===== src/rtl/dsfr_pkg.sv =====
`default_nettype none
package dsfr_pkg;

  localparam int BYTE_W = 8;
  localparam int LEN_W = 9;
  localparam int ADDR_W = 3;
  localparam int DATA_W = 32;
  localparam int MAX_FRAME_DEFAULT = 256;
  localparam int FIFO_DEPTH = 4;

  localparam logic [BYTE_W-1:0] SYN_CHAR = 8'h16;
  localparam logic [BYTE_W-1:0] DLE_CHAR = 8'h10;
  localparam logic [BYTE_W-1:0] STX_CHAR = 8'h02;
  localparam logic [BYTE_W-1:0] ETX_CHAR = 8'h03;

  localparam logic REG_RX_ENABLE = 1'b0;
  localparam logic REG_MAX_LEN = 1'b1;

  localparam logic [LEN_W-1:0] MAX_LEN_RESET = 9'd256;

  typedef enum logic [2:0] {
    PH_HUNT,
    PH_SYNS,
    PH_STX,
    PH_DATA,
    PH_ESC
  } phase_t;

  typedef struct packed {
    logic [BYTE_W-1:0] out_byte;
    logic              last;
    logic [LEN_W-1:0]  frame_length;
    logic              empty_frame;
  } result_t;

  typedef struct packed {
    logic             rx_enable;
    logic [LEN_W-1:0] max_frame_length;
    logic             drop;
  } cfg_t;

endpackage
`default_nettype wire


===== src/rtl/dsfr_if.sv =====
`default_nettype none
interface dsfr_byte_if;
  logic                          valid;
  logic                          ready;
  logic [dsfr_pkg::BYTE_W-1:0]   rx_byte;

  modport source(output valid, output rx_byte, input ready);
  modport sink(input valid, input rx_byte, output ready);
endinterface

interface dsfr_result_if;
  logic                          valid;
  logic                          ready;
  logic [dsfr_pkg::BYTE_W-1:0]   out_byte;
  logic                          last;
  logic [dsfr_pkg::LEN_W-1:0]    frame_length;
  logic                          empty_frame;

  modport source(output valid, output out_byte, output last, output frame_length,
                 output empty_frame, input ready);
  modport sink(input valid, input out_byte, input last, input frame_length,
               input empty_frame, output ready);
endinterface
`default_nettype wire


===== src/rtl/dle_stx_frame_receiver_unit.sv =====
`default_nettype none
// DLE/STX frame receiver.
// rx_in carries received serial bytes (valid/ready, one byte per request).
// rx_out carries unstuffed payload bytes; last marks the final byte of a
// frame and then frame_length holds its byte count. An empty frame gives a
// single request with last and empty_frame set.
// The APB port holds rx_enable (0x0) and max_frame_length (0x4); writes take
// effect at the access cycle and clearing rx_enable drops any partial frame.
// A byte accepted on rx_in is held in the input register and parsed from
// there; its results are written to the result queue, which drives rx_out.
// A payload byte appears only once the following byte of the frame has been
// parsed, but a byte that meets the length limit appears when it is parsed.
// Throughput: one byte per cycle while the queue has room. A byte ending a
// frame on the length limit can yield two results; the four entry queue
// absorbs them, and rx_in.ready drops only when under two entries are free.
// Reset clears the parser to the SYN hunt, empties the queue and restores
// rx_enable = 1, max_frame_length = 256. When rx_out stalls, results wait
// in the queue and rx_in backs up once fewer than two entries are free.
module dle_stx_frame_receiver_unit #(
  parameter int MAX_FRAME = dsfr_pkg::MAX_FRAME_DEFAULT
) (
  input  wire                          clk,
  input  wire                          rst,
  dsfr_byte_if.sink                    rx_in,
  dsfr_result_if.source                rx_out,
  input  wire                          psel,
  input  wire                          penable,
  input  wire                          pwrite,
  input  wire [dsfr_pkg::ADDR_W-1:0]   paddr,
  input  wire [dsfr_pkg::DATA_W-1:0]   pwdata,
  output logic [dsfr_pkg::DATA_W-1:0]  prdata,
  output logic                         pready
);

  dsfr_pkg::cfg_t     cfg;
  logic               room;
  logic [1:0]         res_cnt;
  dsfr_pkg::result_t  res_a;
  dsfr_pkg::result_t  res_b;

  dsfr_cfg u_cfg (
    .clk     (clk),
    .rst     (rst),
    .psel    (psel),
    .penable (penable),
    .pwrite  (pwrite),
    .paddr   (paddr),
    .pwdata  (pwdata),
    .prdata  (prdata),
    .pready  (pready),
    .cfg     (cfg)
  );

  dsfr_parser #(
    .MAX_FRAME (MAX_FRAME)
  ) u_parser (
    .clk      (clk),
    .rst      (rst),
    .cfg      (cfg),
    .in_valid (rx_in.valid),
    .in_byte  (rx_in.rx_byte),
    .in_ready (rx_in.ready),
    .room     (room),
    .res_cnt  (res_cnt),
    .res_a    (res_a),
    .res_b    (res_b)
  );

  dsfr_out_fifo u_out_fifo (
    .clk      (clk),
    .rst      (rst),
    .push_cnt (res_cnt),
    .push_a   (res_a),
    .push_b   (res_b),
    .room     (room),
    .out      (rx_out)
  );

endmodule
`default_nettype wire


===== src/rtl/dsfr_cfg.sv =====
`default_nettype none
module dsfr_cfg (
  input  wire                          clk,
  input  wire                          rst,
  input  wire                          psel,
  input  wire                          penable,
  input  wire                          pwrite,
  input  wire [dsfr_pkg::ADDR_W-1:0]   paddr,
  input  wire [dsfr_pkg::DATA_W-1:0]   pwdata,
  output logic [dsfr_pkg::DATA_W-1:0]  prdata,
  output logic                         pready,
  output dsfr_pkg::cfg_t               cfg
);

  logic                        rx_enable;
  logic [dsfr_pkg::LEN_W-1:0]  max_frame_length;
  logic                        wr;
  logic                        idx;

  assign pready = 1'b1;
  assign wr = psel && penable && pwrite && pready;
  assign idx = paddr[2];

  always_ff @(posedge clk) begin
    if (rst) begin
      rx_enable <= 1'b1;
      max_frame_length <= dsfr_pkg::MAX_LEN_RESET;
    end else if (wr) begin
      unique case (idx)
        dsfr_pkg::REG_RX_ENABLE: rx_enable <= pwdata[0];
        dsfr_pkg::REG_MAX_LEN:   max_frame_length <= pwdata[dsfr_pkg::LEN_W-1:0];
        default: ;
      endcase
    end
  end

  always_comb begin
    prdata = '0;
    unique case (idx)
      dsfr_pkg::REG_RX_ENABLE: prdata[0] = rx_enable;
      dsfr_pkg::REG_MAX_LEN:   prdata[dsfr_pkg::LEN_W-1:0] = max_frame_length;
      default: ;
    endcase
  end

  assign cfg.rx_enable = rx_enable;
  assign cfg.max_frame_length = max_frame_length;
  assign cfg.drop = wr && (idx == dsfr_pkg::REG_RX_ENABLE) && !pwdata[0];

endmodule
`default_nettype wire


===== src/rtl/dsfr_parser.sv =====
`default_nettype none
module dsfr_parser #(
  parameter int MAX_FRAME = dsfr_pkg::MAX_FRAME_DEFAULT
) (
  input  wire                          clk,
  input  wire                          rst,
  input  wire dsfr_pkg::cfg_t          cfg,
  input  wire                          in_valid,
  input  wire [dsfr_pkg::BYTE_W-1:0]   in_byte,
  output logic                         in_ready,
  input  wire                          room,
  output logic [1:0]                   res_cnt,
  output dsfr_pkg::result_t            res_a,
  output dsfr_pkg::result_t            res_b
);

  localparam int CNT_W = $clog2(MAX_FRAME + 1);
  localparam int LIM_W = (CNT_W > dsfr_pkg::LEN_W) ? CNT_W : dsfr_pkg::LEN_W;

  dsfr_pkg::phase_t             phase, phase_next;
  logic [CNT_W-1:0]             byte_count, byte_count_next;
  logic [dsfr_pkg::BYTE_W-1:0]  held_byte, held_byte_next;
  logic                         held_valid, held_valid_next;

  logic                         in_valid_q;
  logic [dsfr_pkg::BYTE_W-1:0]  in_byte_q;
  logic                         take;
  logic                         act;
  logic                         is_dle;
  logic [LIM_W-1:0]             mfl_ext;
  logic [LIM_W-1:0]             limit;
  logic [LIM_W-1:0]             cnt_ext;
  logic [LIM_W-1:0]             cnt_inc;
  logic                         hit;
  logic                         payload;
  logic                         ending;

  // input register
  assign take = in_valid_q && room;
  assign in_ready = !in_valid_q || take;

  always_ff @(posedge clk) begin
    if (rst) begin
      in_valid_q <= 1'b0;
    end else if (in_valid && in_ready) begin
      in_valid_q <= 1'b1;
    end else if (take) begin
      in_valid_q <= 1'b0;
    end
  end

  always_ff @(posedge clk) begin
    if (in_valid && in_ready) begin
      in_byte_q <= in_byte;
    end
  end

  // length limit, clamped to 1..MAX_FRAME
  assign mfl_ext = LIM_W'(cfg.max_frame_length);
  always_comb begin
    if (mfl_ext == '0) begin
      limit = LIM_W'(1);
    end else if (mfl_ext > LIM_W'(MAX_FRAME)) begin
      limit = LIM_W'(MAX_FRAME);
    end else begin
      limit = mfl_ext;
    end
  end

  assign cnt_ext = LIM_W'(byte_count);
  assign cnt_inc = cnt_ext + LIM_W'(1);
  assign hit = cnt_inc >= limit;
  assign is_dle = in_byte_q == dsfr_pkg::DLE_CHAR;
  assign act = take && cfg.rx_enable && !cfg.drop;
  assign payload = act && (((phase == dsfr_pkg::PH_DATA) && !is_dle) ||
                           ((phase == dsfr_pkg::PH_ESC) && is_dle));
  assign ending = act && (phase == dsfr_pkg::PH_ESC) && !is_dle;

  // next state
  always_comb begin
    phase_next = phase;
    byte_count_next = byte_count;
    held_byte_next = held_byte;
    held_valid_next = held_valid;
    if (cfg.drop || (take && !cfg.rx_enable)) begin
      phase_next = dsfr_pkg::PH_HUNT;
      byte_count_next = '0;
      held_valid_next = 1'b0;
    end else if (take) begin
      unique case (phase)
        dsfr_pkg::PH_HUNT: begin
          if (in_byte_q == dsfr_pkg::SYN_CHAR) begin
            phase_next = dsfr_pkg::PH_SYNS;
          end
        end
        dsfr_pkg::PH_SYNS: begin
          if (in_byte_q != dsfr_pkg::SYN_CHAR) begin
            phase_next = is_dle ? dsfr_pkg::PH_STX : dsfr_pkg::PH_HUNT;
          end
        end
        dsfr_pkg::PH_STX: begin
          phase_next = (in_byte_q == dsfr_pkg::STX_CHAR) ? dsfr_pkg::PH_DATA
                                                         : dsfr_pkg::PH_HUNT;
          byte_count_next = '0;
          held_valid_next = 1'b0;
        end
        dsfr_pkg::PH_DATA, dsfr_pkg::PH_ESC: begin
          if (payload) begin
            if (hit) begin
              phase_next = dsfr_pkg::PH_HUNT;
              byte_count_next = '0;
              held_valid_next = 1'b0;
            end else begin
              phase_next = dsfr_pkg::PH_DATA;
              byte_count_next = CNT_W'(cnt_inc);
              held_byte_next = in_byte_q;
              held_valid_next = 1'b1;
            end
          end else if (ending) begin
            phase_next = dsfr_pkg::PH_HUNT;
            byte_count_next = '0;
            held_valid_next = 1'b0;
          end else begin
            phase_next = dsfr_pkg::PH_ESC;
          end
        end
        default: begin
          phase_next = dsfr_pkg::PH_HUNT;
          byte_count_next = '0;
          held_valid_next = 1'b0;
        end
      endcase
    end
  end

  // results
  always_comb begin
    res_cnt = 2'd0;
    res_a = '0;
    res_b = '0;
    if (payload) begin
      if (held_valid) begin
        res_a.out_byte = held_byte;
        if (hit) begin
          res_b.out_byte = in_byte_q;
          res_b.last = 1'b1;
          res_b.frame_length = cnt_inc[dsfr_pkg::LEN_W-1:0];
          res_cnt = 2'd2;
        end else begin
          res_cnt = 2'd1;
        end
      end else if (hit) begin
        res_a.out_byte = in_byte_q;
        res_a.last = 1'b1;
        res_a.frame_length = cnt_inc[dsfr_pkg::LEN_W-1:0];
        res_cnt = 2'd1;
      end
    end else if (ending) begin
      res_cnt = 2'd1;
      res_a.last = 1'b1;
      if (held_valid) begin
        res_a.out_byte = held_byte;
        res_a.frame_length = cnt_ext[dsfr_pkg::LEN_W-1:0];
      end else begin
        res_a.empty_frame = 1'b1;
      end
    end
  end

  always_ff @(posedge clk) begin
    if (rst) begin
      phase <= dsfr_pkg::PH_HUNT;
      byte_count <= '0;
      held_valid <= 1'b0;
    end else begin
      phase <= phase_next;
      byte_count <= byte_count_next;
      held_valid <= held_valid_next;
    end
  end

  always_ff @(posedge clk) begin
    held_byte <= held_byte_next;
  end

  a_held_only_in_frame: assert property (@(posedge clk) disable iff (rst)
    !((phase == dsfr_pkg::PH_DATA) || (phase == dsfr_pkg::PH_ESC)) |-> !held_valid)
    else $error("held byte valid outside a frame");

  a_results_need_room: assert property (@(posedge clk) disable iff (rst)
    (res_cnt != 2'd0) |-> (take && room))
    else $error("results produced without output room");

  a_disable_clears: assert property (@(posedge clk) disable iff (rst)
    cfg.drop |=> ((phase == dsfr_pkg::PH_HUNT) && !held_valid && (byte_count == '0)))
    else $error("disable did not drop the frame");

endmodule
`default_nettype wire


===== src/rtl/dsfr_out_fifo.sv =====
`default_nettype none
module dsfr_out_fifo (
  input  wire                  clk,
  input  wire                  rst,
  input  wire [1:0]            push_cnt,
  input  wire dsfr_pkg::result_t push_a,
  input  wire dsfr_pkg::result_t push_b,
  output logic                 room,
  dsfr_result_if.source        out
);

  localparam int DEPTH = dsfr_pkg::FIFO_DEPTH;
  localparam int PTR_W = $clog2(DEPTH);
  localparam int CNT_W = $clog2(DEPTH + 1);

  dsfr_pkg::result_t   mem [DEPTH];
  logic [PTR_W-1:0]    wr_ptr, wr_ptr_next;
  logic [PTR_W-1:0]    rd_ptr, rd_ptr_next;
  logic [CNT_W-1:0]    count, count_next;
  logic                pop;
  dsfr_pkg::result_t   head;

  assign pop = out.valid && out.ready;
  assign room = count <= CNT_W'(DEPTH - 2);

  assign wr_ptr_next = wr_ptr + PTR_W'(push_cnt);
  assign rd_ptr_next = rd_ptr + PTR_W'(pop);
  assign count_next = count + CNT_W'(push_cnt) - CNT_W'(pop);

  always_ff @(posedge clk) begin
    if (push_cnt != 2'd0) begin
      mem[wr_ptr] <= push_a;
    end
    if (push_cnt == 2'd2) begin
      mem[wr_ptr + PTR_W'(1)] <= push_b;
    end
  end

  always_ff @(posedge clk) begin
    if (rst) begin
      wr_ptr <= '0;
      rd_ptr <= '0;
      count <= '0;
    end else begin
      wr_ptr <= wr_ptr_next;
      rd_ptr <= rd_ptr_next;
      count <= count_next;
    end
  end

  assign head = mem[rd_ptr];
  assign out.valid = count != '0;
  assign out.out_byte = head.out_byte;
  assign out.last = head.last;
  assign out.frame_length = head.frame_length;
  assign out.empty_frame = head.empty_frame;

  a_no_overflow: assert property (@(posedge clk) disable iff (rst)
    (push_cnt != 2'd0) |-> ((CNT_W + 1)'(count) + (CNT_W + 1)'(push_cnt)
                            <= (CNT_W + 1)'(DEPTH)))
    else $error("result queue overflow");

endmodule
`default_nettype wire


===== src/flat_wrapper.sv =====
// flat-port wrapper written by rule: the top's interface ports become plain ports
module dle_stx_frame_receiver_unit_flat 
#(
  parameter int MAX_FRAME = dsfr_pkg::MAX_FRAME_DEFAULT
)
  (clk, rst, psel, penable, pwrite, paddr, pwdata, prdata, pready, rx_in_valid, rx_in_rx_byte, rx_in_ready, rx_out_valid, rx_out_out_byte, rx_out_last, rx_out_frame_length, rx_out_empty_frame, rx_out_ready);
  dsfr_byte_if rx_in_i ();
  dsfr_result_if rx_out_i ();
  input  wire clk;
  input  wire rst;
  input  wire psel;
  input  wire penable;
  input  wire pwrite;
  input  wire [dsfr_pkg::ADDR_W-1:0] paddr;
  input  wire [dsfr_pkg::DATA_W-1:0] pwdata;
  output logic [dsfr_pkg::DATA_W-1:0] prdata;
  output logic pready;
  input wire logic [$bits(rx_in_i.valid)-1:0] rx_in_valid;
  input wire logic [$bits(rx_in_i.rx_byte)-1:0] rx_in_rx_byte;
  output wire logic [$bits(rx_in_i.ready)-1:0] rx_in_ready;
  output wire logic [$bits(rx_out_i.valid)-1:0] rx_out_valid;
  output wire logic [$bits(rx_out_i.out_byte)-1:0] rx_out_out_byte;
  output wire logic [$bits(rx_out_i.last)-1:0] rx_out_last;
  output wire logic [$bits(rx_out_i.frame_length)-1:0] rx_out_frame_length;
  output wire logic [$bits(rx_out_i.empty_frame)-1:0] rx_out_empty_frame;
  input wire logic [$bits(rx_out_i.ready)-1:0] rx_out_ready;
  assign rx_in_i.valid = rx_in_valid;
  assign rx_in_i.rx_byte = rx_in_rx_byte;
  assign rx_in_ready = rx_in_i.ready;
  assign rx_out_valid = rx_out_i.valid;
  assign rx_out_out_byte = rx_out_i.out_byte;
  assign rx_out_last = rx_out_i.last;
  assign rx_out_frame_length = rx_out_i.frame_length;
  assign rx_out_empty_frame = rx_out_i.empty_frame;
  assign rx_out_i.ready = rx_out_ready;
  dle_stx_frame_receiver_unit #(.MAX_FRAME(MAX_FRAME)) u_core (.clk(clk), .rst(rst), .rx_in(rx_in_i), .rx_out(rx_out_i), .psel(psel), .penable(penable), .pwrite(pwrite), .paddr(paddr), .pwdata(pwdata), .prdata(prdata), .pready(pready));
endmodule

===== config.mk =====
export PLATFORM = sky130hd
export DESIGN_NAME = dle_stx_frame_receiver_unit_flat
export DESIGN_NICKNAME = d
export VERILOG_FILES = /design/src/rtl/dsfr_pkg.sv /design/src/rtl/dsfr_if.sv /design/src/rtl/dle_stx_frame_receiver_unit.sv /design/src/rtl/dsfr_cfg.sv /design/src/rtl/dsfr_parser.sv /design/src/rtl/dsfr_out_fifo.sv /design/src/flat_wrapper.sv
export SDC_FILE = /design/constraint.sdc
export NUM_CORES = 1
export LEC_CHECK = 0
export BUFFER_PORTS_ARGS = -buffer_cell sky130_fd_sc_hd__buf_4
export CORE_ASPECT_RATIO = 0.5
export CORE_MARGIN = 1.5
export CORE_UTILIZATION = 62
export DETAILED_ROUTE_END_ITERATION = 7
export GPL_TIMING_DRIVEN = 0
export PLACE_DENSITY = 0.86
export SYNTH_ARGS = -nofsm -noshare
export SYNTH_HDL_FRONTEND = slang
export SYNTH_SLANG_ARGS = --single-unit

===== constraint.sdc =====
create_clock -name clk -period 8.1 [get_ports clk]
set_clock_uncertainty 0.05 [all_clocks]
set_input_delay 1.62 -clock clk [delete_from_list [all_inputs] [get_ports clk]]
set_output_delay 1.62 -clock clk [all_outputs]
set_load 0.05 [all_outputs]

# After elaboration in Yosys (flattened, before gate mapping)
# Memory sizes are Yosys's and may differ from the RTL's. A register that Yosys moved wholly into a read port is not among the register bits.
# Index checks and enable logic that the tools add are counted.
# W data, S select, Z words.
# classes
n_addsub,6
n_mul,0
n_div,0
order_cmp,3
n_eq_ne,12
shifts,0
muxes,43
bitwise,4
n_reduce_logical,36
# op_table
op,count
$mux W18,4
$mux W9,6
$mux W8,3
$mux W19,1
$pmux W9 S2,1
$eq A8 B5 Y1 const B,2
$logic_and A1 B1 Y1,15
$mux W2,7
$mux W1,13
$mux W3,4
$pmux W3 S4,1
$mux W10,1
$add A9 B1 Y9 const B,1
$ge A9 B9 Y1,1
$gt A9 B9 Y1 const B,1
$logic_not A9 Y1,1
$eq A8 B2 Y1 const B,1
$ne A8 B5 Y1 const B,1
$eq A3 B2 Y1 const B,2
$reduce_and A3 Y1,2
$reduce_or A2 Y1,3
$logic_not A1 Y1,5
$reduce_and A5 Y1,1
$ne A2 B2 Y1 const B,2
other kinds (17),25
# totals
regBits,47
latch_bits,0
ramBits,76
mem_bits_ro,0
output_inout_bits,54
memories,1
# memory_table
name,depth,width,read_ports,rd_clocked_by_memory_dff,wr,line_no,text
u_core.u_out_fifo.mem,4,19,1,1,2,dsfr_out_fifo.sv:16,dsfr_pkg::result_t mem [DEPTH];

# Longest topological paths before layout
# Gate-level depths: netlist of the first run.
# logic_depth
word_depth,13
depth_mapped,20
mapped_depth_nobuf,19

# By module
# From an unflattened synthesis of the first run, not the netlist that was laid out.
# unflattened
cells_unflattened,561
hier_area_um2,7108.1
# modules_own_cells
mod,instances,cells_per_inst,area_each_um2
dsfr_out_fifo,1,229,4195.3
dsfr_parser,1,249,2177.1
dsfr_cfg,1,83,735.7

# Worst setup path before layout of the first run
# OpenSTA, ideal clock, no wires.
# synth_path
path_kind,register to register
startpoint,register u_core.u_parser.byte_count[2]
endpoint,"memory u_core.u_out_fifo.mem[0][10] in the netlist's numbering, enable pin"
setup_ns,0.400
arrival_time_ns,4.576
setup_slack_ns,3.074
path_stages_with_launch,19
n_path_buf,2
path_cell_list,dfxtp_1 > clkbuf_1 > and3_1 > nand3_1 > or2_0 > and2_1 > or2_2 > ha_1 > nor2_1 > nand3_1 > o21ai_1 > nand2_1 > ha_1 > nor2b_1 > o21ai_1 > and3_1 > buf_4 > nand2_1 > o22ai_1
# synth_lines
element,line_no,text
from (decl),dsfr_parser.sv:21,"logic [CNT_W-1:0] byte_count, byte_count_next;"
from (signal assigned),dsfr_parser.sv:177,byte_count <= byte_count_next;
to (decl),dsfr_out_fifo.sv:16,

==> results of run 1 <==
-- sequential cells by signal, indices dropped and copies added, names as in the netlist, 3 cells and up --
signal,flops
u_core.u_out_fifo.mem,76
u_core.u_cfg.max_frame_length,9
u_core.u_parser.byte_count,9
u_core.u_parser.held_byte,8
u_core.u_parser.in_byte_q,8
u_core.u_out_fifo.count,3
u_core.u_parser.phase,3
-- final cells by class --
cell class	count	area, µm²
timing repair buffer	56	439
sequential	123	3340
clock inverter	14	184
multi-input combinational	458	3020
fill	641	2320
inverter	14	52.6
tap	140	175
buffer	58	342
clock buffer	18	429
-- power breakdown --
group / total [mW] / switching (mW) / leakage (nW) / internal [mW]
logic: 0.340 / 0.214 / 1.64 / 0.126
registers: 0.703 / 0.0187 / 1.18 / 0.685
clock network: 0.799 / 0.307 / 0.298 / 0.492
total: 1.84 / 0.540 / 3.12 / 1.30
-- layout by cell type (no fill, tap or decap), types with 10 or more instances in the layout --
master and instances:
nand2_1 123, edfxtp_1 88, buf_4 78, dfxtp_1 35, a21oi_1 28, nor2_1 28, o22ai_1 27, o21ai_0 25
conb_1 24, mux4_2 19, clkbuf_1 18, ha_1 17, clkbuf_16 17, nand3_1 16, and2_1 14, o211ai_1 14
inv_1 13, buf_2 12, nor2b_1 10, o21ai_1 10, a22o_1 10
-- kinds of logic after synthesis --
| family | synth area share [%] |
|---|---|
| compound gates | 15.0 |
| xor+xnor | 0.921 |
| fa+ha+maj | 3.50 |
| buf+inv | 5.92 |
| flops | 50.2 |
| mux | 6.81 |
| other cells | 0.113 |
| simple gates | 17.5 |
-- final timing paths --
path                            slack [ns]  cells past startpoint                          endpoint
worst max-delay path                  2.29                     16      u_core.u_out_fifo.mem[3][13]
worst min-delay path                  0.44                      2  u_core.u_cfg.max_frame_length[5]
worst max register to register        2.29                     16      u_core.u_out_fifo.mem[3][13]
worst min register to register        0.44                      2  u_core.u_cfg.max_frame_length[5]
-- metal layers --
metal | vias up | part of all wire [%] | global-route usage, %
met4 | 0 | 4.0 | 15.2
met2 | 490 | 45 | 51.8
met5 | - | 0 | 0
li1 | 2500 | - | -
met1 | 2639 | 38 | 44.9
met3 | 87 | 14 | 10.3
-- Yosys cell counts, types with 3 or more instances --
library cell,count
nor3_1,6
ha_1,17
nor2_1,28
buf_2,12
nand3_1,16
and2_1,14
xnor2_1,6
o211ai_1,14
and3_1,6
o21ai_1,10
buf_4,25
mux4_2,19
nand2_1,123
a22o_1,10
dfxtp_1,35
o32ai_1,3
o31ai_1,3
clkbuf_1,17
nand4_1,8
o21ai_0,26
nor2b_1,10
a21oi_1,28
inv_1,13
or2_2,6
edfxtp_1,88
o22ai_1,28
-- per-stage QoR --
| stage | cells | setup WS, ns |
|---|---|---|
| finish | 881 | 2.29 |
| global route | 881 | 2.02 |
| global placement | 846 | 1.70 |
| detailed placement | 849 | 2.45 |
| CTS | 881 | 2.41 |
| floorplan | 653 | 3.07 |
-- worst max-delay path, cell delays in order (launching register included) --
cell	delay (ns)
dfxtp_1	0.56
ha_1	0.32
nand3_1	0.16
or2_0	0.25
and2_1	0.22
or2_2	0.36
ha_1	0.23
nor2_1	0.13
nand3_1	0.08
o21ai_1	0.48
nand2_1	0.21
ha_1	0.44
nor2b_1	0.19
o21ai_1	0.26
nand3_1	0.28
mux2_4	0.35
nor2_2	0.85
==> impl_metrics.ini, run 1 <==
[global_routing]
grt-ovfl-total = 0
antenna_found_initial = 0
grt_max_degree = 19
grt_pass1_vias = 5571
grt_usage_pct = 34.0
grt_pass1_wl_mm = 29.1

[worst_setup_path]
end_kind = flip-flop
crit_path_start_kind = flip-flop
startpoint = u_core.u_parser.byte_count[0]
r2r_start = u_core.u_parser.byte_count[0]
cp_max_fo = 18
crit_arrival_ns = 5.80
crit_required_ns = 8.09
critPathKind = flip-flop to flip-flop

[clock_network]
cts_buffers = 17
cts_max_level = 4
holdBufCountCts = 0
clk_path_buf_depth = 2
clk_latency_ns = 0.42
post_cts_buffers = 0
cts_tree = yes
clock-sinks = 123
cts.reportedPaths.clkPinSlew_ns = 0.06
cts.repair.resized = 0
clockRootBuffer = clkbuf_16

[floorplanning]
fp-row-count = 26
initial_core_util_pct = 64.5
die_w_um = 150
die_area_um2 = 11400
fp.dieH_um = 76.3
boundaryPins = 104
fp.coreArea_um2 = 10300

[routing]
wl_per_cell_um = 21.0
ant_nets = 0
vias = 5716
drt_iter0_drc = 720
route.detailed.drc = 0
wl_mm = 18.5
first_pass_iters = 7
vias_per_cell = 6.49

[placed_design]
io_buffers = 53
hpwl_mm = 12.3
postPlaceCellArea_um2 = 7370
gp_congestion = 0.933

[pwr]
total_power_mw = 1.84
p_per_area_nw_per_um2 = 231
peakVddDrop_v = 0.000186
cellLeakagePower_nw = 3.12

[flow_run]
maxCapViolations = 0

[synthesis]
async_flop_share_pct = 0
synth.top_cell.area_share_pct = 39.7
ys_types = 75
syn_avg_cell_area_um2 = 10.5
synthCells = 631
syn_area_um2 = 6650
yosysSeqAreaShare_pct = 50.2
synth_ff_type = edfxtp_1
synth_area_leaders = edfxtp_1 40%, dfxtp_1 11%, nand2_1 6.9%, mux4_2 6.4%, ha_1 3.2%
ys_ff_latch = 123
synth_edf_count = 88
yosysTopAreaCell = edfxtp_1
yosysWarnings = 0

[final_layout]
syn2layout_area_growth_pct = 20.0
antenna_cells = 0
drive_above_1_share_pct = 23.3
fin_nets = 796
finish.utilization_pct = 77.5
final_area_um2 = 7990

[timing]
fin_hold_ws_ns = 0.442
finalSetupViolCount = 0
worst_pin_slew_ns = 1.21
fin_crit_sh_pct = 71.8
slew_violations = 0
max-slew-margin-rel_pct = 18.5
fin_tns_setup_ns = 0
hold_viol = 0
clock.fmax_ghz = 0.172
finalCriticalPeriod_ns = 5.81
rsz0062_at_grt = false

[run_status]
status = completed

[hold_path]
min_path_type = flip-flop to flip-flop
hp-start = u_core.u_cfg.max_frame_length[5]
(Power assumes the default switching activity.)
==> run 2, diff against run 1 <==
- CORE_UTILIZATION: 62 -> 52
- PLACE_DENSITY: 0.86 -> 0.77
- clock period: 8.1 -> 4.78 ns (I/O delays scaled with it)
==> run 2 against run 1 <==
First-iteration DRC count down 33%. Largest cell class unchanged. Die area grew 19%. Global-route usage down 6.7 points.
==> impl_metrics.ini, run 2 (synthesis gave the netlist of run 1 again) <==
[floorplanning]
fp.dieH_um = 83.0
die_area_um2 = 13500
die_w_um = 163
fp.coreArea_um2 = 12200
boundaryPins = 104
fp-row-count = 28
initial_core_util_pct = 54.7

[routing]
wl_mm = 17.9
route.detailed.drc = 0
ant_nets = 0
wl_per_cell_um = 19.7
vias = 5536
drt_iter0_drc = 486
vias_per_cell = 6.09
first_pass_iters = 5

[global_routing]
antenna_found_initial = 0
grt_usage_pct = 27.3
grt-ovfl-total = 0
grt_pass1_vias = 5325
grt_max_degree = 18
grt_pass1_wl_mm = 27.7

[pwr]
p_switching_mw = 0.883
p_sw_share_pct = 29.2
peakVddDrop_v = 0.000280
p_per_area_nw_per_um2 = 368
total_power_mw = 3.02
cellLeakagePower_nw = 3.19
p_clk_share_pct = 41.4
intPower_mw = 2.14
p_comb_share_pct = 19.2
p_seq_share_pct = 39.4

[clock_network]
cts_max_level = 4
clockRootBuffer = clkbuf_16
cts_tree = yes
cts.reportedPaths.clkPinSlew_ns = 0.06
clk_latency_ns = 0.43
cts_buffers = 17
clk_path_buf_depth = 2
clock-sinks = 123

[timing]
fin_crit_sh_pct = 96.3
fin_hold_ws_ns = 0.418
hold_viol = 0
finalSetupViolCount = 0
fin_tns_setup_ns = 0
worst_pin_slew_ns = 1.03
rsz0062_at_grt = false
finalCriticalPeriod_ns = 4.60
slew_violations = 0
max-slew-margin-rel_pct = 31.0
clock.fmax_ghz = 0.217

[worst_setup_path]
path_cells = and3_1 > nand3_1 > or2_0 > and2_1 > or2_2 > ha_2 > nor2_2 > nand3_1 > o21ai_4 > nand2_2 > ha_4 > nor2b_2 > o211ai_2 > nand4_1 > a21oi_1 > o211ai_1 > nand2_1
crit_path_start_kind = flip-flop
critPathKind = flip-flop to flip-flop
end_kind = flip-flop
path_buf_inv = 0
cp_max_fo = 8
critical-path-top-delay-family = simple AND/OR/NAND/NOR gates
cpMostUsedCell = nand3_1
max_stage_delay_ns = 0.60
cp_slowest_cell = a21oi_1
crit_arrival_ns = 4.84
crit_required_ns = 5.02

[final_layout]
final_area_um2 = 8210
syn2layout_area_growth_pct = 23.4
regMostFlops = u_core.u_out_fifo.mem
final_common_cell = nand2_1
fin_nets = 799
largest_register_ffs = 76
mostFrequentLayoutCells = 121 x nand2_1, 88 x edfxtp_1, 84 x buf_4
top_regs = u_core.u_out_fifo.mem: 76 flops, u_core.u_cfg.max_frame_length: 9 flops, u_core.u_parser.byte_count: 9 flops
drive_above_1_share_pct = 26.2
instances_no_fill = 909
antenna_cells = 0

[hold_path]
min_path_type = flip-flop to flip-flop

[placed_design]
hpwl_mm = 11.9
postPlaceCellArea_um2 = 7390
dp.cells = 872
gp_congestion = 0.905
io_buffers = 53

[run_status]
status = completed

[flow_run]
maxCapViolations = 0
run 2: final cells by class:
type / instances / area, µm²
clock buffer: 18 / 429
clock inverter: 14 / 146
timing repair buffer: 63 / 543
fill: 861 / 3940
multi-input combinational: 458 / 3150
inverter: 14 / 52.6
tap: 165 / 206
buffer: 54 / 330
sequential: 123 / 3360
run 2: through the flow:
step	utilization [%]	worst slack, ns
2_1_floorplan	-	0.106
3_3_place_gp	60.5	-0.861
3_5_place_dp	60.8	-0.936
4_1_cts	66.8	0.0195
5_1_grt	67.6	0.0206
6_report	67.6	0.177
run 2: worst min-delay path: stages (launching register included):
cell and delay (ns):
dfxtp_1 0.31, nand2_1 0.05, a21oi_1 0.05
run 2: path summary, 6_finish.rpt:
| path | end | depth (start not counted) | from | slack [ns] |
|---|---|---|---|---|
| max | u_core.u_out_fifo.mem[1][9] | 17 | u_core.u_parser.byte_count[3] | 0.18 |
| min | u_core.u_cfg.max_frame_length[0] | 2 | u_core.u_cfg.max_frame_length[0] | 0.42 |
| max reg2reg | u_core.u_out_fifo.mem[1][9] | 17 | u_core.u_parser.byte_count[3] | 0.18 |
| min reg2reg | u_core.u_cfg.max_frame_length[0] | 2 | u_core.u_cfg.max_frame_length[0] | 0.42 |
run 2: power groups by stage:
stage          Combinational (mW)  Clock [mW]  Sequential (mW)
4_1_cts                     0.583        1.25             1.19
3_5_place_dp                0.578           0             1.21
3_3_place_gp                0.570           0             1.21
5_1_grt                     0.619        1.30             1.19
6_report                    0.580        1.25             1.19
2_1_floorplan               0.443           0             1.20
run 2: repair_timing:
item                                    4_1_cts  5_1_grt
hold endpoints to repair                      0        0
endpoints found under the setup margin      144      138
pin swaps                                     2        2
gates resized for setup                      17       16
hold buffers                                  0        0
buffers inserted                              6        3
run 2: metal layers:
layer	wire, µm	track usage, %
met5	0	0
met4	580	13.3
met3	1990	7.04
met2	7920	41.5
met1	7460	36.4
